$ cat src/rtl/owbm_pkg.sv
// owbm_pkg: shared types and constants of the one-wire bus master
// used by owbm_cfg, owbm_core and the top level; no dependencies
package owbm_pkg;

  localparam int BITS_PER_BYTE = 8;
  localparam int BIT_IDX_W     = $clog2(BITS_PER_BYTE);
  localparam int TIMER_W       = 10;
  localparam int EDGE_W        = 4;
  localparam int CFG_IDX_W     = 3;
  localparam int CFG_DATA_W    = 10;

  localparam logic [1:0] FUNC_TICK  = 2'd0;
  localparam logic [1:0] FUNC_RESET = 2'd1;
  localparam logic [1:0] FUNC_WRITE = 2'd2;
  localparam logic [1:0] FUNC_READ  = 2'd3;

  localparam logic [CFG_IDX_W-1:0] REG_RESET_LOW     = 3'd0;
  localparam logic [CFG_IDX_W-1:0] REG_RESET_RELEASE = 3'd1;
  localparam logic [CFG_IDX_W-1:0] REG_WRITE_HOLD    = 3'd2;
  localparam logic [CFG_IDX_W-1:0] REG_READ_SAMPLE   = 3'd3;
  localparam logic [CFG_IDX_W-1:0] REG_READ_REST     = 3'd4;
  localparam logic [CFG_IDX_W-1:0] REG_EDGE          = 3'd5;

  typedef struct packed {
    logic [TIMER_W-1:0] reset_low_ticks;
    logic [TIMER_W-1:0] reset_release_ticks;
    logic [TIMER_W-1:0] write_hold_ticks;
    logic [TIMER_W-1:0] read_sample_ticks;
    logic [TIMER_W-1:0] read_rest_ticks;
    logic [EDGE_W-1:0]  edge_ticks;
  } cfg_t;

  typedef struct packed {
    logic [1:0] func;
    logic [7:0] data_byte;
    logic       line_level;
  } item_t;

  typedef struct packed {
    logic       drive_enable;
    logic       drive_level;
    logic       busy_res;
    logic       done_res;
    logic [7:0] read_byte;
    logic       rejected;
  } res_t;

endpackage

$ cat src/rtl/owbm_cfg.sv
// owbm_cfg: timing register file of the one-wire bus master
// depends on owbm_pkg
module owbm_cfg
  import owbm_pkg::*;
(
  input  logic                  clk,
  input  logic                  rst,
  input  logic                  cfg_we,
  input  logic [CFG_IDX_W-1:0]  cfg_index,
  input  logic [CFG_DATA_W-1:0] cfg_data,
  output cfg_t                  cfg
);

  always_ff @(posedge clk) begin
    if (rst) begin
      cfg.reset_low_ticks     <= TIMER_W'(500);
      cfg.reset_release_ticks <= TIMER_W'(500);
      cfg.write_hold_ticks    <= TIMER_W'(30);
      cfg.read_sample_ticks   <= TIMER_W'(14);
      cfg.read_rest_ticks     <= TIMER_W'(45);
      cfg.edge_ticks          <= EDGE_W'(1);
    end else if (cfg_we) begin
      unique case (cfg_index)
        REG_RESET_LOW:     cfg.reset_low_ticks     <= cfg_data;
        REG_RESET_RELEASE: cfg.reset_release_ticks <= cfg_data;
        REG_WRITE_HOLD:    cfg.write_hold_ticks    <= cfg_data;
        REG_READ_SAMPLE:   cfg.read_sample_ticks   <= cfg_data;
        REG_READ_REST:     cfg.read_rest_ticks     <= cfg_data;
        REG_EDGE:          cfg.edge_ticks          <= cfg_data[EDGE_W-1:0];
        default: ;
      endcase
    end
  end

endmodule

$ cat src/rtl/owbm_core.sv
// owbm_core: bus operation state and the per-beat step logic
// depends on owbm_pkg; driven by the top level's input register
module owbm_core
  import owbm_pkg::*;
(
  input  logic  clk,
  input  logic  rst,
  input  logic  step,
  input  item_t item,
  input  cfg_t  cfg,
  output res_t  res
);

  typedef enum logic [1:0] {
    OP_IDLE  = 2'd0,
    OP_RESET = 2'd1,
    OP_WRITE = 2'd2,
    OP_READ  = 2'd3
  } op_t;

  typedef enum logic [1:0] {
    PIN_RELEASED = 2'd0,
    PIN_LOW      = 2'd1,
    PIN_HIGH     = 2'd2
  } pin_t;

  typedef struct packed {
    pin_t               pin;
    logic [TIMER_W-1:0] timer;
  } setup_t;

  op_t                  op, op_next;
  logic [2:0]           phase, phase_next;
  logic [TIMER_W-1:0]   timer, timer_next;
  logic [7:0]           shift, shift_next;
  logic [BIT_IDX_W-1:0] bit_idx, bit_idx_next;
  pin_t                 pin, pin_next;
  logic [7:0]           last_read, last_read_next;

  function automatic logic [TIMER_W-1:0] load_timer(input logic [TIMER_W-1:0] t);
    return (t == '0) ? TIMER_W'(1) : t;
  endfunction

  function automatic setup_t phase_setup(input op_t o, input logic [2:0] p,
                                         input logic lsb, input cfg_t c);
    setup_t s;
    s.pin   = PIN_LOW;
    s.timer = load_timer(TIMER_W'(c.edge_ticks));
    case (o)
      OP_RESET: begin
        if (p == 3'd0) begin
          s.timer = load_timer(c.reset_low_ticks);
        end else begin
          s.pin   = PIN_RELEASED;
          s.timer = load_timer(c.reset_release_ticks);
        end
      end
      OP_WRITE: begin
        if (p == 3'd1) begin
          s.pin   = lsb ? PIN_HIGH : PIN_LOW;
          s.timer = load_timer(c.write_hold_ticks);
        end else if (p != 3'd0) begin
          s.pin = PIN_HIGH;
        end
      end
      default: begin
        if (p == 3'd1) begin
          s.pin   = PIN_RELEASED;
          s.timer = load_timer(c.read_sample_ticks);
        end else if (p == 3'd2) begin
          s.pin   = PIN_RELEASED;
          s.timer = load_timer(c.read_rest_ticks);
        end else if (p != 3'd0) begin
          s.pin = PIN_HIGH;
        end
      end
    endcase
    return s;
  endfunction

  logic [TIMER_W-1:0] timer_dec;
  logic [7:0]         shift_mod;
  logic               last_bit;
  logic               done;
  logic               rej;
  setup_t             su;

  assign timer_dec = (timer != '0) ? timer - TIMER_W'(1) : '0;
  assign last_bit  = (bit_idx == BIT_IDX_W'(BITS_PER_BYTE - 1));

  always_comb begin
    op_next        = op;
    phase_next     = phase;
    timer_next     = timer;
    shift_next     = shift;
    bit_idx_next   = bit_idx;
    pin_next       = pin;
    last_read_next = last_read;
    done           = 1'b0;
    rej            = 1'b0;
    shift_mod      = shift;
    su             = phase_setup(op, phase + 3'd1, shift[0], cfg);
    if (step) begin
      if (item.func == FUNC_TICK) begin
        if (op != OP_IDLE) begin
          timer_next = timer_dec;
          if (timer_dec == '0) begin
            if (op == OP_WRITE && phase >= 3'd2) begin
              shift_mod = shift >> 1;
            end else if (op == OP_READ && phase == 3'd1) begin
              shift_mod = {item.line_level, shift[7:1]};
            end
            shift_next = shift_mod;
            if ((op == OP_RESET && phase == 3'd0) ||
                (op == OP_WRITE && phase < 3'd2) ||
                (op == OP_READ && phase < 3'd3)) begin
              phase_next = phase + 3'd1;
              pin_next   = su.pin;
              timer_next = su.timer;
            end else if (op == OP_RESET) begin
              op_next    = OP_IDLE;
              phase_next = 3'd0;
              done       = 1'b1;
            end else if (last_bit) begin
              // end of byte
              op_next      = OP_IDLE;
              phase_next   = 3'd0;
              timer_next   = '0;
              bit_idx_next = '0;
              done         = 1'b1;
              if (op == OP_READ) begin
                last_read_next = shift_mod;
              end
            end else begin
              bit_idx_next = bit_idx + BIT_IDX_W'(1);
              phase_next   = 3'd0;
              pin_next     = PIN_LOW;
              timer_next   = load_timer(TIMER_W'(cfg.edge_ticks));
            end
          end
        end
      end else if (op != OP_IDLE) begin
        rej = 1'b1;
      end else begin
        op_next      = op_t'(item.func);
        bit_idx_next = '0;
        shift_next   = (item.func == FUNC_WRITE) ? item.data_byte : 8'd0;
        phase_next   = 3'd0;
        pin_next     = PIN_LOW;
        timer_next   = (item.func == FUNC_RESET) ? load_timer(cfg.reset_low_ticks)
                                                 : load_timer(TIMER_W'(cfg.edge_ticks));
      end
    end
  end

  always_ff @(posedge clk) begin
    if (rst) begin
      op        <= OP_IDLE;
      phase     <= '0;
      timer     <= '0;
      shift     <= '0;
      bit_idx   <= '0;
      pin       <= PIN_RELEASED;
      last_read <= '0;
    end else begin
      op        <= op_next;
      phase     <= phase_next;
      timer     <= timer_next;
      shift     <= shift_next;
      bit_idx   <= bit_idx_next;
      pin       <= pin_next;
      last_read <= last_read_next;
    end
  end

  assign res.drive_enable = (pin_next != PIN_RELEASED);
  assign res.drive_level  = (pin_next == PIN_HIGH);
  assign res.busy_res     = (op_next != OP_IDLE);
  assign res.done_res     = done;
  assign res.read_byte    = last_read_next;
  assign res.rejected     = rej;

endmodule

$ cat src/rtl/one_wire_bus_master.sv
// one_wire_bus_master: top level with input register, core and result register
// depends on owbm_pkg, owbm_cfg and owbm_core
//
// One-wire bus master. Each input beat is a microsecond tick (func 0) or a
// command (bus reset, write byte, read byte) and gives exactly one result beat
// with the pin drive and status. Throughput is one beat per clock while the
// result is not stalled; an accepted beat passes the input register, then the
// step logic into the result register. A stalled result holds back the input
// register only, so one more beat is taken while a result waits. The user must
// write the timing registers (cfg_we/cfg_index/cfg_data) only while the block is
// idle; the block does not enforce this. Indexes beyond 5 are ignored.
module one_wire_bus_master
  import owbm_pkg::*;
(
  input  logic                  clk,
  input  logic                  rst,
  input  logic                  cfg_we,
  input  logic [CFG_IDX_W-1:0]  cfg_index,
  input  logic [CFG_DATA_W-1:0] cfg_data,
  input  logic                  in_valid,
  output logic                  in_stall,
  input  logic [1:0]            func,
  input  logic [7:0]            data_byte,
  input  logic                  line_level,
  output logic                  out_valid,
  input  logic                  out_stall,
  output logic                  drive_enable,
  output logic                  drive_level,
  output logic                  busy_res,
  output logic                  done_res,
  output logic [7:0]            read_byte,
  output logic                  rejected
);

  cfg_t  cfg;
  item_t item;
  logic  item_valid;
  res_t  res;
  res_t  res_q;
  logic  step;
  logic  in_take;

  assign step     = item_valid && (!out_valid || !out_stall);
  assign in_stall = item_valid && out_valid && out_stall;
  assign in_take  = in_valid && !in_stall;

  owbm_cfg u_cfg (
    .clk       (clk),
    .rst       (rst),
    .cfg_we    (cfg_we),
    .cfg_index (cfg_index),
    .cfg_data  (cfg_data),
    .cfg       (cfg)
  );

  owbm_core u_core (
    .clk  (clk),
    .rst  (rst),
    .step (step),
    .item (item),
    .cfg  (cfg),
    .res  (res)
  );

  always_ff @(posedge clk) begin
    if (rst) begin
      item_valid <= 1'b0;
      out_valid  <= 1'b0;
    end else begin
      item_valid <= in_take || (item_valid && !step);
      out_valid  <= step || (out_valid && out_stall);
    end
  end

  always_ff @(posedge clk) begin
    if (in_take) begin
      item <= '{func: func, data_byte: data_byte, line_level: line_level};
    end
    if (step) begin
      res_q <= res;
    end
  end

  assign drive_enable = res_q.drive_enable;
  assign drive_level  = res_q.drive_level;
  assign busy_res     = res_q.busy_res;
  assign done_res     = res_q.done_res;
  assign read_byte    = res_q.read_byte;
  assign rejected     = res_q.rejected;

endmodule

$ cat config.mk
export PLATFORM = sky130hd
export DESIGN_NAME = one_wire_bus_master
export DESIGN_NICKNAME = d
export VERILOG_FILES = /design/src/rtl/owbm_pkg.sv /design/src/rtl/owbm_cfg.sv /design/src/rtl/owbm_core.sv /design/src/rtl/one_wire_bus_master.sv
export SDC_FILE = /design/constraint.sdc
export NUM_CORES = 1
export LEC_CHECK = 0
export BUFFER_PORTS_ARGS = -buffer_cell sky130_fd_sc_hd__buf_2
export CAP_MARGIN = 20
export CORE_ASPECT_RATIO = 0.75
export CORE_MARGIN = 8
export CORE_UTILIZATION = 35
export DETAILED_ROUTE_END_ITERATION = 7
export SETUP_SLACK_MARGIN = 0.3
export SLEW_MARGIN = 10
export SYNTH_ARGS = -nofsm -noshare
export SYNTH_HDL_FRONTEND = slang
export SYNTH_HIERARCHICAL = 1
export SYNTH_SLANG_ARGS = --single-unit
$ cat constraint.sdc
create_clock -name clk -period 4.5 [get_ports clk]
set_clock_uncertainty 0.1 [all_clocks]
set_input_delay 0.225 -clock clk [delete_from_list [all_inputs] [get_ports clk]]
set_output_delay 0.225 -clock clk [all_outputs]
set_load 0.03 [all_outputs]
# Yosys cells after proc, flatten, opt, wreduce, memory -nomap -nowiden
# Index checks and enable logic that the tools add are counted.
# classes
n_mux	70
bitwise	3
n_lt_le_gt_ge	3
addsub	3
eq_ne	20
reduce_logical	46
# ops
op	n
$mux W10	17
$mux W8	15
$logic_not A10 Y1	6
$mux W2	20
$mux W3	11
$pmux W12 S2	1
$mux W12	1
$reduce_and A2 Y1	6
$logic_and A1 B1 Y1	11
$reduce_bool A10 Y1	1
$sub A10 B1 Y10 const B	1
$eq A3 B1 Y1 const B	3
$eq A3 B2 Y1 const B	3
$eq A3 B3 Y1 const B	3
$logic_not A3 Y1	3
$eq A2 B2 Y1 const B	4
$ne A2 B2 Y1 const B	4
$add A3 B1 Y3 const B	2
$lt A3 B2 Y1 const B	2
$reduce_and A6 Y1	1
$reduce_bool A2 Y1	3
$logic_or A1 B1 Y1	5
$eq A2 B1 Y1 const B	2
$logic_not A1 Y1	4
other kinds (11)	16
# word_totals
output_inout_bits	15
wordCells	169
regBits	116

# Longest topological paths before layout
# logic_depth
word_depth	12
depth_mapped	10

# Modules after synthesis
# Netlist, hierarchy kept.
# by_module_without_submodules
mod	area_each_um2	cells_each	seq_area_each_um2	n_inst
owbm_core	3478.3	477	720.7	1
owbm_cfg	2164.6	205	1081.0	1
one_wire_bus_master	807.0	34	760.7	1

# Worst setup path after synthesis
# No wires, ideal clock.
# synth_timing
path_type	reg-to-reg
start	register out_valid
end	register res_q, in the netlist drive_enable, data pin
setup_slack_ns	1.257
t_arrival_ns	2.876
setup_time_ns	0.268
path_stages_with_launch	8
path_buffers	1
cell_sequence	dfxtp_1 -> a21boi_0 -> nand2_1 -> nor2_1 -> o2111a_1 -> buf_2 -> nor4b_1 -> o21ai_0
# synth_rtl
element	line	rtl
from (decl)	one_wire_bus_master.sv:25	output logic out_valid,
from (signal assigned)	one_wire_bus_master.sv:71	out_valid <= step || (out_valid && out_stall);
to (signal assigned)	one_wire_bus_master.sv:80	res_q <= res;
to (decl)	one_wire_bus_master.sv:39	res_t res_q;

==> metrics.txt <==
Syn Std Cell Area 6450 um^2; Final Critical Period 3.43 ns; fillers 1,847; hold path cells 3; Max Slew Vio Count 0; Die Footprint 23,100 um^2; RR Startpoint u_core/timer[0]; Seq/Total Area, Yosys 39.7%; Layout area overhead 16.8%; Initial DRT Pass Iterations 7; top_reg_cell synth dfxtp_1; CTS tree built; clock root buffer clkbuf_16; CTS sink cnt 116; Startpoint Class flop; routability cong. 0.900; Fin Setup TNS 0 ns; final hold vios 0; Setup crit end kind flop; Reg clk slew, reported paths 0.06 ns; placed instance area 6780 um^2; CP max stage cell or4b_4; Core Box Area 18,300 um^2; syn nets 757; R2R Path End drive_enable; io pins 44; Setup Crit Path Kind flop to flop; Die Y 134 um; R2R depth 8; leakage 2.99 nW; Die Wd 173 um; status finished clean; Post-synth EDFFs 24; initial antenna violation count 0; routed vias 5,513; Reg area 2560 um^2; final setup vio count 0; maximum clock path buffer count 2; antenna diode instance count 0; crit-path max cell delay 0.54 ns; Syn Inst Count 716; Fmax achieved 291 MHz; Initial Util 35.3%; fin nets 793; routed len/inst 17.8 um; max-cap violation count 0; HPWL after DPL 12.6 mm; worst relative slew slack 34.7%; asr flop ratio synth 0%; CP max FO 13; RSZ-0062 raised after global routing false; critical path arrival 3.49 ns; drt first-iter violations 488; Detail Route Antenna Nets 0; Pwr per Cell Area 385 nW/um^2; synthesized flop and latch total 116; hold path endpoint u_cfg/cfg[8]; synth warn 6; H-tree levels 4; global-route wire length before repair 29.2 mm; Final Cell Area 7540 um^2; gr ovfl total 0; commonest non-fill, non-tap cells in the layout 92 x dfxtp_1, 81 x nor2_1, 65 x mux2i_1; DRC 0; Buffers on Ports 43; largest net degree at the start of global routing 84; vias per inst 5.45; vias in the first global route 5,253; TritonCTS buffer count 17; CP required 4.55 ns; crit share post-route 76.3%; Tightest Hold Check Type input port to flop; multi-input logic area 3560 um^2; Avg Cell Area, Syn 9.01 um^2; most common library cell in the layout ignoring fill and taps dfxtp_1; CP cell instances inv_1, ha_1, or4b_4, nor3_4, a41o_4, o2111ai_1, o211ai_1, o21ai_0; final wirelength 18.0 mm; Synth cell types 75; share of cells above drive strength 1 14.1%; Clk Latency, worst-skew pair 0.42 ns; Least-Margin Pin Slew 0.977 ns; GRT Util Overall 15.7%; Min-Delay Startpoint cfg_data[4]; Row Count 43; Peak VDD IR 0.000287 V; R2R setup slack 1.07 ns
==> cells in the mapped netlist, types with 3 or more instances <==
master	count	share of area [%]
nand2b_1	52	5.0
nor3_1	15	1.2
nor4b_1	3	0.41
or4_1	9	1.0
o311ai_0	3	0.41
clkbuf_1	31	1.8
o22ai_1	3	0.29
a311oi_1	5	0.68
xor2_1	3	0.41
mux2_2	12	2.1
or3_1	4	0.39
buf_4	3	0.35
a21oi_1	47	3.6
nand2_1	42	2.4
buf_2	11	0.85
a21o_1	4	0.47
a211o_1	3	0.41
edfxtp_1	24	11
o21ai_0	32	2.5
nor4_1	11	1.1
nand3_1	27	2.1
o21a_1	3	0.35
dfxtp_1	92	29
nor2b_1	5	0.48
o211ai_1	3	0.35
a211oi_1	3	0.35
a2111oi_0	3	0.41
nand3b_1	6	0.70
a31oi_1	5	0.48
ha_1	12	2.3
nor2_1	81	4.7
mux2i_1	65	10
a221oi_1	7	0.95
buf_6	6	1.0
and2_1	3	0.29
inv_1	18	1.0
a221o_1	12	1.9
==> cells by family after synthesis <==
| group | Yosys count | synth area share (%) |
|---|---|---|
| AO/OA/AOI/OAI | 159 | 17.3 |
| XOR/XNOR | 5 | 0.679 |
| adder cells (fa/ha/maj) | 12 | 2.33 |
| buffers and inverters | 72 | 5.30 |
| flip-flops | 116 | 39.7 |
| multiplexers | 77 | 12.2 |
| AND/OR/NAND/NOR | 275 | 22.5 |
==> where the power goes <==
| group | internal (mW) | total (mW) | switching [mW] | leakage (nW) |
|---|---|---|---|---|
| registers | 1.10 | 1.13 | 0.0355 | 0.980 |
| clock network | 0.803 | 1.30 | 0.493 | 0.277 |
| logic | 0.173 | 0.474 | 0.301 | 1.73 |
==> stage by stage <==
step	util, %	std cells	power (mW)	hold slack, ns	setup WS [ns]
2_1_floorplan	-	716	1.48	0.187	1.26
3_3_place_gp	37.1	962	1.60	0.302	1.17
3_5_place_dp	37.1	962	1.60	0.304	1.11
4_1_cts	41.2	1012	2.92	0.000350	1.08
5_1_grt	41.2	1012	3.02	0.0259	0.837
6_report	41.2	1012	2.90	0.0211	1.07
==> cell type report <==
class	instances	area share, %
Tap cell	247	4.10
Clock buffer	20	6.21
Multi-Input combinational cell	528	47.2
Clock inverter	12	1.38
Timing Repair Buffer	70	6.18
Inverter	19	0.946
Sequential cell	116	34.0
==> critical path: cells and delay by family, from the launching register on <==
kind | cells | cell delay [ns]
flops | 1 | 0.36
compound gates | 4 | 1.23
fa+ha+maj | 1 | 0.29
buf+inv | 1 | 0.13
simple gates | 2 | 1.05
==> sequential cells by signal (all words and copies together) (netlist names) <==
register          count
busy_res              1
done_res              1
drive_enable          1
drive_level           1
item                 11
item_valid            1
out_valid             1
read_byte             8
rejected              1
u_cfg/cfg            54
u_core/bit_idx        3
u_core/last_read      8
u_core/op             2
u_core/phase          3
u_core/pin            2
u_core/shift          8
u_core/timer         10
==> worst max path at each step <==
stage / start / slack, ns / depth (start not counted) / endpoint
2_1_floorplan: out_valid / 1.26 / 7 / drive_enable
3_3_place_gp: u_core/timer[0] / 1.17 / 8 / drive_level
3_5_place_dp: u_core/timer[0] / 1.11 / 8 / drive_enable
4_1_cts: u_core/timer[0] / 1.08 / 8 / drive_enable
5_1_grt: u_core/timer[0] / 0.84 / 8 / read_byte[1]
6_report: u_core/timer[0] / 1.07 / 8 / drive_enable
==> routing by layer <==
layer | GRT usage (%) | routed length (um)
met1 | 23.2 | 9390
met2 | 22.1 | 7460
met3 | 3.42 | 973
met4 | 4.83 | 189
met5 | 0 | 0
==> what timing repair did <==
item,4_1_cts,5_1_grt
resized for setup,0,0
hold endpoints to repair,20,0
hold buffers,18,0
buffers inserted,0,0
Power figures use the tool's default switching activity.
